--- config.mk ---
export PLATFORM = sky130hd
export DESIGN_NAME = form_component_percent_decoder_flat
export DESIGN_NICKNAME = d
export VERILOG_FILES = /design/src/sv/fcpd_pkg.sv /design/src/sv/fcpd_in_if.sv /design/src/sv/fcpd_out_if.sv /design/src/sv/form_component_percent_decoder.sv /design/src/flat_wrapper.sv
export SDC_FILE = /design/constraint.sdc
export NUM_CORES = 1
export LEC_CHECK = 0
export ABC_AREA = 1
export ABC_CLOCK_PERIOD_IN_PS = 5900
export BUFFER_PORTS_ARGS = -buffer_cell sky130_fd_sc_hd__buf_2
export CORE_ASPECT_RATIO = 1.1
export CORE_MARGIN = 2
export CORE_UTILIZATION = 58
export DETAILED_ROUTE_END_ITERATION = 6
export HOLD_SLACK_MARGIN = 0.08
export PLACE_DENSITY = 0.89
export SYNTH_ARGS = -nofsm -noshare
export SYNTH_HDL_FRONTEND = slang
export SYNTH_SLANG_ARGS = --single-unit
--- constraint.sdc ---
create_clock -name clk -period 5.9 [get_ports clk]
set_input_delay 1.18 -clock clk [delete_from_list [all_inputs] [get_ports clk]]
set_output_delay 1.18 -clock clk [all_outputs]
set_load 0.03 [all_outputs]
--- src/sv/fcpd_pkg.sv ---
package fcpd_pkg;

    localparam int CAP_W  = 11;
    localparam int ADDR_W = 3;
    localparam int DATA_W = 32;

    localparam logic [CAP_W-1:0] CAP_RESET = 11'd256;

    // register word indexes
    localparam logic REG_CAPACITY = 1'b0;

    localparam logic [7:0] CH_PLUS    = 8'h2b;
    localparam logic [7:0] CH_PERCENT = 8'h25;
    localparam logic [7:0] CH_SPACE   = 8'h20;
    localparam logic [7:0] CH_DEL     = 8'h7f;

    typedef enum logic [1:0] {
        ST_OK         = 2'd0,
        ST_BAD_ESCAPE = 2'd1,
        ST_CONTROL    = 2'd2,
        ST_OVERFLOW   = 2'd3
    } status_t;

    function automatic logic is_hex(input logic [7:0] b);
        return (b >= 8'h30 && b <= 8'h39) || (b >= 8'h61 && b <= 8'h66)
            || (b >= 8'h41 && b <= 8'h46);
    endfunction

    function automatic logic [3:0] hex_val(input logic [7:0] b);
        logic [7:0] v;
        v = 8'h00;
        if (b >= 8'h30 && b <= 8'h39)
        begin
            v = b - 8'h30;
        end
        else if (b >= 8'h61 && b <= 8'h66)
        begin
            v = b - 8'h57;
        end
        else if (b >= 8'h41 && b <= 8'h46)
        begin
            v = b - 8'h37;
        end
        return v[3:0];
    endfunction

endpackage

--- src/sv/fcpd_in_if.sv ---
interface fcpd_in_if;
    logic       valid;
    logic       ready;
    logic [7:0] in_byte;
    logic       last;

    modport source (output valid, output in_byte, output last, input ready);
    modport sink   (input valid, input in_byte, input last, output ready);
endinterface

--- src/sv/fcpd_out_if.sv ---
interface fcpd_out_if;
    logic       valid;
    logic       ready;
    logic [7:0] out_byte;
    logic       byte_valid;
    logic       done_res;
    logic [1:0] status;

    modport source (output valid, output out_byte, output byte_valid, output done_res,
                    output status, input ready);
    modport sink   (input valid, input out_byte, input byte_valid, input done_res,
                    input status, output ready);
endinterface

--- src/sv/form_component_percent_decoder.sv ---
// a request accepted into the input register passes the combinational decode step and
// is loaded into the result register, which drives dec, once that register is free
// throughput: one encoded byte per cycle while dec does not stall; the decode step
// between the input register and the result register is combinational
// reset: rst_n low clears decode state, both pipeline valids and sets capacity to 256
// bytes that produce nothing (escape digits, swallowed bytes) leave no result
module form_component_percent_decoder (
    input  logic                        clk,
    input  logic                        rst_n,
    input  logic                        psel,
    input  logic                        penable,
    input  logic                        pwrite,
    input  logic [fcpd_pkg::ADDR_W-1:0] paddr,
    input  logic [fcpd_pkg::DATA_W-1:0] pwdata,
    output logic [fcpd_pkg::DATA_W-1:0] prdata,
    output logic                        pready,
    fcpd_in_if.sink                     enc,
    fcpd_out_if.source                  dec
);
    import fcpd_pkg::*;

    // escape tracking: plain byte, first hex digit, second hex digit
    typedef enum logic [1:0] {
        PH_PLAIN = 2'd0,
        PH_HI    = 2'd1,
        PH_LO    = 2'd2
    } phase_t;

    // configuration
    logic [CAP_W-1:0] cap_reg;
    logic             cfg_wr;

    // input register
    logic       s1_valid_reg;
    logic [7:0] s1_byte_reg;
    logic       s1_last_reg;

    // decode state
    phase_t           phase_reg, phase_next;
    logic [3:0]       hi_reg, hi_next;
    logic [CAP_W-1:0] cnt_reg, cnt_next;
    status_t          err_reg, err_next, err_step;

    // result register
    logic       out_valid_reg;
    logic [7:0] out_byte_reg;
    logic       out_bv_reg;
    logic       out_done_reg;
    status_t    out_status_reg;

    // decode step signals
    logic           emit;
    logic           chk;
    logic [7:0]     ch;
    logic [CAP_W:0] cnt_inc;
    logic           overflow;
    logic           has_result;
    logic           out_free;
    logic           s1_adv;
    logic           s1_fire;
    logic           in_fire;

    assign pready = 1'b1;
    assign cfg_wr = psel && penable && pwrite && (paddr[ADDR_W-1] == REG_CAPACITY);
    assign prdata = (paddr[ADDR_W-1] == REG_CAPACITY)
                    ? {{(DATA_W-CAP_W){1'b0}}, cap_reg} : '0;

    // the input register drains whenever it holds no result or the result has somewhere to go
    assign out_free   = !out_valid_reg || dec.ready;
    assign s1_adv     = !has_result || out_free;
    assign s1_fire    = s1_valid_reg && s1_adv;
    assign enc.ready  = !s1_valid_reg || s1_adv;
    assign in_fire    = enc.valid && enc.ready;

    assign cnt_inc  = {1'b0, cnt_reg} + {{CAP_W{1'b0}}, 1'b1};
    assign overflow = cnt_inc >= {1'b0, cap_reg};

    always_comb
    begin
        phase_next = phase_reg;
        hi_next    = hi_reg;
        cnt_next   = cnt_reg;
        err_next   = err_reg;
        emit       = 1'b0;
        chk        = 1'b0;
        ch         = s1_byte_reg;
        if (err_reg == ST_OK)
        begin
            unique case (phase_reg)
                PH_HI:
                begin
                    // a first digit arriving last is a truncated escape
                    if (!is_hex(s1_byte_reg) || s1_last_reg)
                    begin
                        err_next = ST_BAD_ESCAPE;
                    end
                    else
                    begin
                        hi_next    = hex_val(s1_byte_reg);
                        phase_next = PH_LO;
                    end
                end
                PH_LO:
                begin
                    phase_next = PH_PLAIN;
                    ch         = {hi_reg, hex_val(s1_byte_reg)};
                    // a zero escape counts as a bad escape
                    if (!is_hex(s1_byte_reg) || ch == 8'h00)
                    begin
                        err_next = ST_BAD_ESCAPE;
                    end
                    else
                    begin
                        chk = 1'b1;
                    end
                end
                default:
                begin
                    phase_next = PH_PLAIN;
                    if (s1_byte_reg == CH_PERCENT)
                    begin
                        if (s1_last_reg)
                        begin
                            err_next = ST_BAD_ESCAPE;
                        end
                        else
                        begin
                            phase_next = PH_HI;
                        end
                    end
                    else
                    begin
                        ch  = (s1_byte_reg == CH_PLUS) ? CH_SPACE : s1_byte_reg;
                        chk = 1'b1;
                    end
                end
            endcase
            // control check goes ahead of the capacity check
            if (chk)
            begin
                if (ch < CH_SPACE || ch == CH_DEL)
                begin
                    err_next = ST_CONTROL;
                end
                else if (overflow)
                begin
                    err_next = ST_OVERFLOW;
                end
                else
                begin
                    emit     = 1'b1;
                    cnt_next = cnt_inc[CAP_W-1:0];
                end
            end
        end
        err_step = err_next;
        // the last byte closes the component and clears the decode state
        if (s1_last_reg)
        begin
            phase_next = PH_PLAIN;
            hi_next    = 4'h0;
            cnt_next   = '0;
            err_next   = ST_OK;
        end
    end

    assign has_result = emit || s1_last_reg;

    always_ff @(posedge clk or negedge rst_n)
    begin
        if (!rst_n)
        begin
            cap_reg        <= CAP_RESET;
            s1_valid_reg   <= 1'b0;
            s1_byte_reg    <= 8'h00;
            s1_last_reg    <= 1'b0;
            phase_reg      <= PH_PLAIN;
            hi_reg         <= 4'h0;
            cnt_reg        <= '0;
            err_reg        <= ST_OK;
            out_valid_reg  <= 1'b0;
            out_byte_reg   <= 8'h00;
            out_bv_reg     <= 1'b0;
            out_done_reg   <= 1'b0;
            out_status_reg <= ST_OK;
        end
        else
        begin
            if (cfg_wr)
            begin
                cap_reg <= pwdata[CAP_W-1:0];
            end

            if (in_fire)
            begin
                s1_valid_reg <= 1'b1;
                s1_byte_reg  <= enc.in_byte;
                s1_last_reg  <= enc.last;
            end
            else if (s1_fire)
            begin
                s1_valid_reg <= 1'b0;
            end

            if (s1_fire)
            begin
                phase_reg <= phase_next;
                hi_reg    <= hi_next;
                cnt_reg   <= cnt_next;
                err_reg   <= err_next;
            end

            if (s1_fire && has_result)
            begin
                out_valid_reg  <= 1'b1;
                out_byte_reg   <= emit ? ch : 8'h00;
                out_bv_reg     <= emit;
                out_done_reg   <= s1_last_reg;
                out_status_reg <= s1_last_reg ? err_step : ST_OK;
            end
            else if (dec.ready)
            begin
                out_valid_reg <= 1'b0;
            end
        end
    end

    assign dec.valid      = out_valid_reg;
    assign dec.out_byte   = out_byte_reg;
    assign dec.byte_valid = out_bv_reg;
    assign dec.done_res   = out_done_reg;
    assign dec.status     = out_status_reg;

endmodule

--- src/flat_wrapper.sv ---
// flat-port wrapper written by rule: the top's interface ports become plain ports
module form_component_percent_decoder_flat import fcpd_pkg::*;
  (clk, rst_n, psel, penable, pwrite, paddr, pwdata, prdata, pready, enc_valid, enc_in_byte, enc_last, enc_ready, dec_valid, dec_out_byte, dec_byte_valid, dec_done_res, dec_status, dec_ready);
  fcpd_in_if enc_i ();
  fcpd_out_if dec_i ();
  input  logic clk;
  input  logic rst_n;
  input  logic psel;
  input  logic penable;
  input  logic pwrite;
  input  logic [fcpd_pkg::ADDR_W-1:0] paddr;
  input  logic [fcpd_pkg::DATA_W-1:0] pwdata;
  output logic [fcpd_pkg::DATA_W-1:0] prdata;
  output logic pready;
  input wire logic [$bits(enc_i.valid)-1:0] enc_valid;
  input wire logic [$bits(enc_i.in_byte)-1:0] enc_in_byte;
  input wire logic [$bits(enc_i.last)-1:0] enc_last;
  output wire logic [$bits(enc_i.ready)-1:0] enc_ready;
  output wire logic [$bits(dec_i.valid)-1:0] dec_valid;
  output wire logic [$bits(dec_i.out_byte)-1:0] dec_out_byte;
  output wire logic [$bits(dec_i.byte_valid)-1:0] dec_byte_valid;
  output wire logic [$bits(dec_i.done_res)-1:0] dec_done_res;
  output wire logic [$bits(dec_i.status)-1:0] dec_status;
  input wire logic [$bits(dec_i.ready)-1:0] dec_ready;
  assign enc_i.valid = enc_valid;
  assign enc_i.in_byte = enc_in_byte;
  assign enc_i.last = enc_last;
  assign enc_ready = enc_i.ready;
  assign dec_valid = dec_i.valid;
  assign dec_out_byte = dec_i.out_byte;
  assign dec_byte_valid = dec_i.byte_valid;
  assign dec_done_res = dec_i.done_res;
  assign dec_status = dec_i.status;
  assign dec_i.ready = dec_ready;
  form_component_percent_decoder u_core (.clk(clk), .rst_n(rst_n), .psel(psel), .penable(penable), .pwrite(pwrite), .paddr(paddr), .pwdata(pwdata), .prdata(prdata), .pready(pready), .enc(enc_i), .dec(dec_i));
endmodule
==> results.json, run 1 <==
{
  "power.density_nw_per_um2": 362.6,
  "timing.max_cap.violations": 0,
  "timing.critical_path.from_type": "flip-flop",
  "cts_tree": "built",
  "grt_pass1_vias": 3152,
  "ir_drop_uv": 213.0,
  "cts.sink_count": 53,
  "setup_slack_of_the_most_critical_reg_to_reg_path_ps": 2040,
  "outcome": "finished, final reports clean",
  "grt.met3_usage_pct": 2.801,
  "slew_headroom_pct": 45.67,
  "power.leakage_uw": 0.002277,
  "drc": 0,
  "synthCells": 515,
  "postRouteWirelength_um": 7832,
  "switching_power_uw": 687.7,
  "die_height_um": 87.43,
  "worst_slew_pin_slew_ps": 812.6,
  "cts-root-buf": "clkbuf_8",
  "timing_max_transition_violations_final": 0,
  "multi_input_comb_area_sq_um": 1908,
  "fmax_mhz": 194.7,
  "clockPowerShare_pct": 14.4,
  "place.gp.congestion": 0.9217,
  "most-common-layout-cells": "nand2_1, inv_1, nor2_1, buf_2, dfrtp_1",
  "switching_share_pct": 48.00,
  "skew_ps": 18.61,
  "fillCellCount": 524,
  "combinational_share_of_power_pct": 48.2,
  "core_sq_um": 6156,
  "ios": 98,
  "cts.hold.buffers_added": 0,
  "worstPathArrival_ps": 3960,
  "avgRoutedWirePerCell_um": 12.20,
  "detailroute.via_count": 3309,
  "post_syn_area_per_cell_sq_um": 7.126,
  "ys.warnings.count": 0,
  "layout_setup_ws_ps": 764.2,
  "clkLatencyLatePin_ps": 320,
  "firstDrtPassIters": 4,
  "timing_worst_setup_path_type": "flip-flop to output pin",
  "critical_path_required_ps": 4720,
  "die-width_um": 79.84,
  "final_net_count": 631,
  "timing.critical_path.fanout_max": 12,
  "fin_hold_viols": 0,
  "grt.met1_usage_pct": 27.38,
  "end_kind": "output pin",
  "grt_util_all_layers_pct": 23.99,
  "grt_overflow_total": 0,
  "finalSetupViolCount": 0,
  "initial_utilization_pct": 59.61,
  "grt_antenna_before_repair": 0,
  "grt_util_met2_pct": 44.77,
  "grt_setup_unrepaired": "no",
  "min_period_over_period_pct": 87.05,
  "port_buffers": 52,
  "layout-area-overhead-vs-synth_pct": 7.671,
  "clock_tree.htree_level_count": 2,
  "ys_types": 43,
  "ctsLongestPathBuffers": 2,
  "design.die.area_sq_um": 6980,
  "synth_seq_area_share_pct": 36.17,
  "global_route.peak_usage_layer": "met2",
  "fin_crit_ps": 5136,
  "hold_class": "flip-flop to flip-flop",
  "worst-r2r-cell-count": 21,
  "vias_per_cell": 5.154,
  "tritoncts.num_buffers": 5,
  "hpwl_um": 6079,
  "mostFrequentLayoutCell": "nand2_1",
  "cts-resized-gates": 0,
  "cts.clk_slew.worst_paths_ps": 110,
  "postSynthRegisterBits": 53,
  "seqCellArea_sq_um": 1328,
  "placement.setup.worst_slack_ps": 1196,
  "first_pass_grt_wire_length_um": 13320,
  "seq_power_share_pct": 37.4,
  "setup_total_negative_slack_ps": 0,
  "std_cell_rows": 30,
  "syn-cell-area_sq_um": 3670,
  "internal-power_uw": 745.0,
  "drive_gt1_share_pct": 17.08,
  "cell_depth_of_the_worst_min_delay_path": 2,
  "ant_nets": 0,
  "antenna-diode-count": 0,
  "post_cts_buffers": 0,
  "initialDrtViolationCount": 209,
  "grt_max_degree": 54
}
-- area by class of cell --
| class | count | share of cell area [%] |
|---|---|---|
| Multi-Input combinational cell | 379 | 48.29 |
| Sequential cell | 53 | 33.60 |
| Timing Repair Buffer | 53 | 6.776 |
| Inverter | 69 | 6.586 |
| Tap cell | 80 | 2.533 |
| Clock buffer | 6 | 1.837 |
| Clock inverter | 2 | 0.3800 |
-- synth_stat cells --
cell / n / area, sq um
nand2_1: 142 / 533.0
inv_1: 64 / 240.2
nor2_1: 63 / 236.5
dfrtp_1: 52 / 1301
nand3_1: 37 / 185.2
buf_4: 22 / 165.2
ha_1: 19 / 237.7
a21oi_1: 18 / 90.09
nand2_2: 17 / 106.4
o21ai_0: 12 / 60.06
nor3_1: 7 / 35.03
buf_6: 5 / 56.30
clkbuf_1: 5 / 18.77
nand4_1: 5 / 31.28
xor2_1: 5 / 43.79
inv_2: 4 / 15.01
nand3_2: 3 / 30.03
nand3b_1: 3 / 22.52
nor2_2: 3 / 18.77
o21ai_1: 3 / 15.01
a21o_1: 2 / 15.01
conb_1: 2 / 7.510
o22ai_1: 2 / 12.51
a22oi_1: 1 / 7.510
a31oi_1: 1 / 6.260
and3_1: 1 / 6.260
buf_1: 1 / 3.750
buf_2: 1 / 5.000
clkinv_2: 1 / 5.000
dfstp_2: 1 / 26.28
nand2_4: 1 / 11.26
nand4_2: 1 / 12.51
nor2_4: 1 / 11.26
nor2_8: 1 / 20.02
nor3_2: 1 / 10.01
nor3_4: 1 / 16.27
nor3b_1: 1 / 7.510
o211ai_1: 1 / 7.510
o21a_1: 1 / 7.510
o31ai_1: 1 / 7.510
or2_2: 1 / 6.260
or3_1: 1 / 6.260
xnor2_1: 1 / 8.760
-- power groups by stage --
| stage | Clock (uW) | Combinational (uW) | Sequential (uW) |
|---|---|---|---|
| finish | 206 | 691 | 535 |
| global route | 222 | 772 | 551 |
| CTS | 212 | 692 | 535 |
| detailed placement | 0 | 686 | 542 |
| global placement | 0 | 662 | 538 |
| floorplan | 0 | 501 | 595 |
-- routing by layer --
layer | part of all wire [%] | vias up
met5 | 0 | -
met2 | 54 | 93
met3 | 3.4 | 25
met4 | 2.8 | 0
li1 | - | 1648
met1 | 40 | 1543
-- metrics by stage --
stage                     hold WS (ps)  total power [uW]  cell area [sq um]  std cells  utilization [%]
final                            470.2              1433               3951        642            64.19
after global routing             489.0              1545               3951        642            64.19
after CTS                        476.4              1439               3951        642            64.19
after detailed placement         454.2              1228               3864        634            62.76
after global placement           452.6              1200               3864        634            62.76
after floorplan                  448.9              1096               3745        535                -
-- critical path, stage by stage (launching register included) --
cell and delay (ps):
dfrtp_1 440, ha_1 190, nand2_1 80, nor2_1 170, inv_1 80, nor2_1 130, nand2_1 100, nor3_1 200
xnor2_1 180, inv_1 80, ha_1 310, inv_1 60, o211ai_1 90, a21oi_1 120, nand3_1 150, o21ai_0 300
inv_1 110, nor2_2 160, nand3_1 370, buf_2 330
-- final timing paths --
| path | start | endpoint |
|---|---|---|
| setup / recovery | u_core.cnt_reg[0]$_DFFE_PN0P_ | enc_ready |
| hold / removal | u_core.dec.done_res$_DFFE_PN0P_ | u_core.dec.done_res$_DFFE_PN0P_ |
| setup reg to reg | u_core.cnt_reg[0]$_DFFE_PN0P_ | u_core.s1_last_reg$_DFFE_PN0P_ |
| hold reg to reg | u_core.dec.done_res$_DFFE_PN0P_ | u_core.dec.done_res$_DFFE_PN0P_ |
| max in group asynchronous | rst_n | u_core.phase_reg[0]$_DFFE_PN0P_ |
| min in group asynchronous | rst_n | u_core.cnt_reg[4]$_DFFE_PN0P_ |
-- cell families (layout without fill, tap and decap cells) --
kind of cell,count (synthesis),count (layout),synth area share [%]
other,2,22,0.2046
buffers and inverters,103,130,13.88
adder cells (fa/ha/maj),19,19,6.478
XOR/XNOR,6,6,1.432
AO/OA/AOI/OAI,42,42,6.240
flip-flops,53,53,36.17
AND/OR/NAND/NOR,290,290,35.60
Power figures use the tool's default switching activity.
==> run 2: changes to the inputs <==
- ABC_AREA: 1 -> default
- CORE_UTILIZATION: 58 -> 57
- PLACE_DENSITY: 0.89 -> 0.88
- SETUP_SLACK_MARGIN: default -> 0.15
==> results.json, run 2 <==
{
  "outcome": "finished, final reports clean",
  "final-instance-count-excl-fill": 500,
  "grt_overflow_total": 0,
  "fin_hold_viols": 0,
  "detailroute.wirelength.met2_um": 3704,
  "worst_slew_pin_slew_ps": 699.8,
  "power.leakage_uw": 0.001854,
  "post_syn_area_per_cell_sq_um": 9.451,
  "grt_pass1_vias": 2705,
  "first_pass_grt_wire_length_um": 12450,
  "grt_setup_unrepaired": "no",
  "end_kind": "output pin",
  "place.gp.congestion": 0.8671,
  "setup_total_negative_slack_ps": 0,
  "grt_util_all_layers_pct": 22.55,
  "yosysTopAreaCellShare_pct": 36.81,
  "tritoncts.num_buffers": 5,
  "antenna-diode-count": 0,
  "initial_utilization_pct": 58.13,
  "fin_crit_ps": 5442,
  "initialDrtViolationCount": 297,
  "avgRoutedWirePerCell_um": 15.30,
  "synth.top_cells.by_count": "dfrtp_1, nand2_1, nor2_1",
  "postSynthRegisterBits": 53,
  "syn-cell-area_sq_um": 3535,
  "port_buffers": 52,
  "drc": 0,
  "timing.max_cap.violations": 0,
  "design.die.area_sq_um": 6848,
  "power.density_nw_per_um2": 350.7,
  "cts_tree": "built",
  "timing_max_transition_violations_final": 0,
  "skew_ps": 14.65,
  "post-route-cell-area_sq_um": 3864,
  "hpwl_um": 5648,
  "vias_per_cell": 5.928,
  "worstPathArrival_ps": 4260,
  "ys.warnings.count": 0,
  "switching_power_uw": 569.8,
  "synth_enable_flop_cells": 0,
  "detailroute.via_count": 2964,
  "synth_top_cells_by_area": "dfrtp_1, ha_1, mux2_2, buf_4, nand3_1",
  "cts-root-buf": "clkbuf_8",
  "ys_types": 68,
  "hold_class": "flip-flop to flip-flop",
  "postRouteWirelength_um": 7650,
  "combinational_share_of_power_pct": 42.0,
  "cts.clk_slew.worst_paths_ps": 100,
  "dpl-instance-area_sq_um": 3747,
  "cts.hold.buffers_added": 0,
  "die-width_um": 79.08,
  "synthCells": 374,
  "post_cts_buffers": 0,
  "slew_headroom_pct": 53.34,
  "ctsLongestPathBuffers": 2,
  "clockPowerShare_pct": 18.5,
  "synthMostInstantiatedCell": "dfrtp_1",
  "cts.sink_count": 53,
  "synth_area_leader_cell": "dfrtp_1",
  "synthFlopType": "dfrtp_1",
  "ant_nets": 0,
  "timing.critical_path.from_type": "flip-flop",
  "std_cell_rows": 30,
  "most-common-layout-cells": "buf_2, dfrtp_1, nor2_1, nand2_1",
  "ir_drop_uv": 173.2,
  "layout-area-overhead-vs-synth_pct": 9.310,
  "timing_worst_setup_path_type": "flip-flop to output pin",
  "ios": 98,
  "min_period_over_period_pct": 92.23,
  "seq_power_share_pct": 39.5,
  "die_height_um": 86.59,
  "dr_wl_met3_um": 505,
  "final_net_count": 489,
  "drive_gt1_share_pct": 23.10,
  "clkLatencyLatePin_ps": 300,
  "p_total_uw": 1355,
  "critical_path_required_ps": 4720,
  "grt_max_degree": 54,
  "timing.critical_path.fanout_max": 8,
  "fmax_mhz": 183.8,
  "post-route-util_pct": 63.54,
  "internal-power_uw": 785.4,
  "synth-async-reset-ratio_pct": 100.0,
  "finalSetupViolCount": 0,
  "place.detailed.instances": 492,
  "synth_seq_area_share_pct": 37.56,
  "cts-resized-gates": 0,
  "top_layer": "met4",
  "firstDrtPassIters": 5,
  "clock_tree.htree_level_count": 2,
  "met1_wire_length_um": 3325,
  "grt_antenna_before_repair": 0,
  "switching_share_pct": 42.05,
  "core_sq_um": 6081
}
run 2: cell types whose count changed in the layout (fill, tap and decap cells not counted), moves of 6 or more:
| cell | previous run | this run |
|---|---|---|
| nand2_2 | 17 | 0 |
| nor3_1 | 7 | 1 |
| a22o_1 | 0 | 8 |
| xnor2_1 | 1 | 8 |
| mux2_2 | 0 | 20 |
| nand2_1 | 142 | 26 |
| nor2_1 | 63 | 26 |
| nand2b_1 | 0 | 6 |
| inv_1 | 64 | 22 |
| or3_1 | 1 | 7 |
| nand3_1 | 37 | 22 |
| a21oi_1 | 18 | 12 |
run 2: final timing paths:
check	start	end	slack (ps)	cells after the start
hold reg to reg	u_core.dec.byte_valid$_DFFE_PN0P_	u_core.dec.byte_valid$_DFFE_PN0P_	480	2
setup reg to reg	u_core.cnt_reg[0]$_DFFE_PN0P_	u_core.cnt_reg[0]$_DFFE_PN0P_	1570	14
min in group asynchronous	rst_n	u_core.dec.out_byte[4]$_DFFE_PN0P_	980	2
hold / removal	u_core.dec.byte_valid$_DFFE_PN0P_	u_core.dec.byte_valid$_DFFE_PN0P_	480	2
max in group asynchronous	rst_n	u_core.hi_reg[1]$_DFFE_PN0P_	4490	2
setup / recovery	u_core.cnt_reg[0]$_DFFE_PN0P_	enc_ready	460	14
run 2: logic make-up (layout without fill, tap and decap cells):
family                     after synthesis  after routing  share of synthesized area, %
and+or+nand+nor                        126            126                         19.11
buffers and inverters                   58             84                         9.062
DFF                                     53             53                         37.56
other                                    2             22                        0.2125
adders and majority gates               19             19                         6.726
AOI/OAI and AO/OA                       85             85                         18.20
xor gates and xnor gates                10             10                         2.478
muxes                                   21             21                         6.655
run 2: critical path, stage by stage, from the launching register on:
cell       delay, ps
dfrtp_1          480
ha_1             290
nand3_1          180
inv_1            140
and3_1           180
nand3_1           90
xnor2_1          210
ha_1             270
o211ai_1         120
a21oi_1          100
or4_1            600
a2111oi_4        610
and2_1           310
o21ai_0          130
buf_2            230
run 2: layout make-up:
type                    instances  area, sq um
clock buffers                   7        86.33
inverters                      22        82.58
fillers                       520         2217
clock inverters                 1        30.03
multi-input cells             283         1962
well taps                      80        100.1
repair buffers                 54        275.3
flip-flops and latches         53         1328
run 2: routing by layer:
| layer | vias up | GRT usage, % |
|---|---|---|
| li1 | 1401 | - |
| met2 | 139 | 35.36 |
| met3 | 11 | 3.542 |
| met1 | 1413 | 31.95 |
| met5 | - | 0 |
| met4 | 0 | 7.994 |
run 2: power groups by stage:
stage	Clock [uW]	Sequential [uW]	Combinational (uW)
3_3_place_gp	0	535	547
4_1_cts	257	534	567
6_report	250	536	569
5_1_grt	273	547	622
2_1_floorplan	0	579	383
3_5_place_dp	0	540	563
run 2: stage by stage:
step	worst slack, ps	hold slack (ps)
floorplan	1333	469.5
global placement	961.9	455.2
detailed placement	906.7	457.8
CTS	533.3	479.9
global route	181.2	508.3
finish	458.2	475.9
==> run 3: changes to the inputs <==
- ABC_CLOCK_PERIOD_IN_PS: 5900 -> 6100
- CORE_UTILIZATION: 57 -> 53
- MAX_ROUTING_LAYER: default -> met4
- PLACE_DENSITY: 0.88 -> 0.83
- clock period: 5.9 -> 6.1 ns (I/O delays scaled with it)
==> results.json, run 3 (synthesized netlist as in run 2, its figures left out) <==
{
  "fin_hold_viols": 0,
  "cts_tree": "built",
  "detailroute.via_count": 2998,
  "most-common-layout-cells": "buf_2, dfrtp_1, nor2_1, nand2_1",
  "switching_power_uw": 560.6,
  "multi_input_comb_area_sq_um": 1962,
  "power.leakage_uw": 0.001850,
  "cts.sink_count": 53,
  "first_pass_grt_wire_length_um": 12520,
  "antenna-diode-count": 0,
  "grt_overflow_total": 0,
  "grt_util_all_layers_pct": 22.59,
  "layout-area-overhead-vs-synth_pct": 8.956,
  "seq_power_share_pct": 40.2,
  "timing.critical_path.fanout_max": 8,
  "fin_crit_ps": 5496,
  "avgRoutedWirePerCell_um": 15.81,
  "worstPathArrival_ps": 4280,
  "clock_tree.htree_level_count": 2,
  "port_buffers": 52,
  "final_net_count": 489,
  "grt_antenna_before_repair": 0,
  "cts-root-buf": "clkbuf_8",
  "end_kind": "output pin",
  "ant_nets": 0,
  "grt_pass1_vias": 2613,
  "clockPowerShare_pct": 16.9,
  "cts.hold.buffers_added": 0,
  "grt_max_degree": 54,
  "combinational_share_of_power_pct": 42.9,
  "seqCellArea_sq_um": 1328,
  "worst-r2r-cell-count": 14,
  "postRouteWirelength_um": 7937,
  "drc": 0,
  "hpwl_um": 5891,
  "drive_gt1_share_pct": 23.33,
  "power.density_nw_per_um2": 334.7,
  "core_sq_um": 6516,
  "design.die.area_sq_um": 7339,
  "std_cell_rows": 31,
  "reg2reg_from": "u_core.cnt_reg[0]$_DFFE_PN0P_",
  "critPathTopFamily": "simple AND/OR/NAND/NOR gates",
  "internal-power_uw": 728.4,
  "timing.critical_path.from_type": "flip-flop",
  "timing.max_cap.violations": 0,
  "min_period_over_period_pct": 90.10,
  "fmax_mhz": 181.9,
  "hold_class": "flip-flop to flip-flop",
  "rr_endpoint": "u_core.s1_byte_reg[3]$_DFFE_PN0P_",
  "timing_worst_setup_path_type": "flip-flop to output pin",
  "vias_per_cell": 5.972,
  "fillCellCount": 598,
  "critical_path.startpoint": "u_core.cnt_reg[0]$_DFFE_PN0P_",
  "skew_ps": 9.846,
  "ir_drop_uv": 186.0,
  "slowest_delay_ps": 590,
  "ctsLongestPathBuffers": 2,
  "finalSetupViolCount": 0,
  "slew_headroom_pct": 51.99,
  "setup_slack_of_the_most_critical_reg_to_reg_path_ps": 1760,
  "die_height_um": 89.65,
  "initialDrtViolationCount": 286,
  "worst_slew_pin_slew_ps": 720.1,
  "crit_chain": "ha_1, nand3_1, inv_1, and3_1, nand3_1, xnor2_1, ha_1, o211ai_1, a21oi_1, or4_1, a2111oi_4, and2_1, o21ai_0, buf_2",
  "ios": 98,
  "path_buf_inv": 2,
  "setup_total_negative_slack_ps": 0,
  "critical-path-slowest-cell": "or4_1",
  "initial_utilization_pct": 54.24,
  "critical_path_required_ps": 4880,
  "die-width_um": 81.87,
  "firstDrtPassIters": 5,
  "grt_setup_unrepaired": "no",
  "clkLatencyLatePin_ps": 310,
  "cts-resized-gates": 0,
  "tritoncts.num_buffers": 5,
  "placement.setup.worst_slack_ps": 1018,
  "outcome": "finished, final reports clean",
  "timing_max_transition_violations_final": 0,
  "post_cts_buffers": 0,
  "switching_share_pct": 43.49,
  "cp.depth": 14,
  "setup.worst_path.end": "enc_ready",
  "place.gp.congestion": 0.8900,
  "cts.clk_slew.worst_paths_ps": 100,
  "layout_setup_ws_ps": 603.7
}
## run 3: changes by cell type in the layout (fill, tap and decap cells not counted), sizes merged
cell | previous run | this run
bufinv | 1 | 0
clkinv | 0 | 1
## run 3: power by group through the flow
stage	Clock (uW)	Combinational (uW)	Sequential [uW]
floorplan	0	370	560
global placement	0	532	518
detailed placement	0	547	524
CTS	222	549	518
global route	234	603	531
finish	217	553	518
## run 3: area by class of cell
| class | count | area share, % |
|---|---|---|
| Multi-Input combinational cell | 283 | 50.94 |
| Sequential cell | 53 | 34.47 |
| Timing Repair Buffer | 54 | 7.148 |
| Tap cell | 82 | 2.664 |
| Clock buffer | 7 | 2.502 |
| Inverter | 22 | 2.144 |
| Clock inverter | 1 | 0.1300 |
## run 3: worst min-delay path, delay by kind of cell, from the launching register on
kind	cells	cell delay (ps)
AND/OR/NAND/NOR	2	100
flip-flops	1	350
## run 3: worst min path at each step
stage,start,to,cells past startpoint
2_1_floorplan,u_core.hi_reg[2]$_DFFE_PN0P_,u_core.hi_reg[2]$_DFFE_PN0P_,1
3_3_place_gp,u_core.dec.done_res$_DFFE_PN0P_,u_core.dec.done_res$_DFFE_PN0P_,2
3_5_place_dp,u_core.dec.done_res$_DFFE_PN0P_,u_core.dec.done_res$_DFFE_PN0P_,2
4_1_cts,u_core.dec.done_res$_DFFE_PN0P_,u_core.dec.done_res$_DFFE_PN0P_,2
5_1_grt,u_core.cap_reg[9]$_DFFE_PN0P_,u_core.cap_reg[9]$_DFFE_PN0P_,1
6_report,u_core.dec.done_res$_DFFE_PN0P_,u_core.dec.done_res$_DFFE_PN0P_,2
## run 3: stage by stage
| step | power (uW) | util (%) | area [sq um] | std cells | hold slack, ps |
|---|---|---|---|---|---|
| after floorplan | 930.2 | - | 3610 | 394 | 469.5 |
| after global placement | 1050 | 57.55 | 3750 | 494 | 454.3 |
| after detailed placement | 1071 | 57.55 | 3750 | 494 | 459.1 |
| after CTS | 1288 | 59.10 | 3851 | 502 | 483.4 |
| after global routing | 1369 | 59.10 | 3851 | 502 | 524.3 |
| final | 1289 | 59.10 | 3851 | 502 | 481.9 |
## run 3: per-layer routing
metal	wire length (um)	vias to the layer above	share of wire [%]	global-route usage, %
met3	412	19	5.2	2.600
met1	3603	1446	45	31.73
met4	194	0	2.4	9.091
met2	3726	129	47	33.41
met5	0	-	0	-
li1	-	1404	-	-
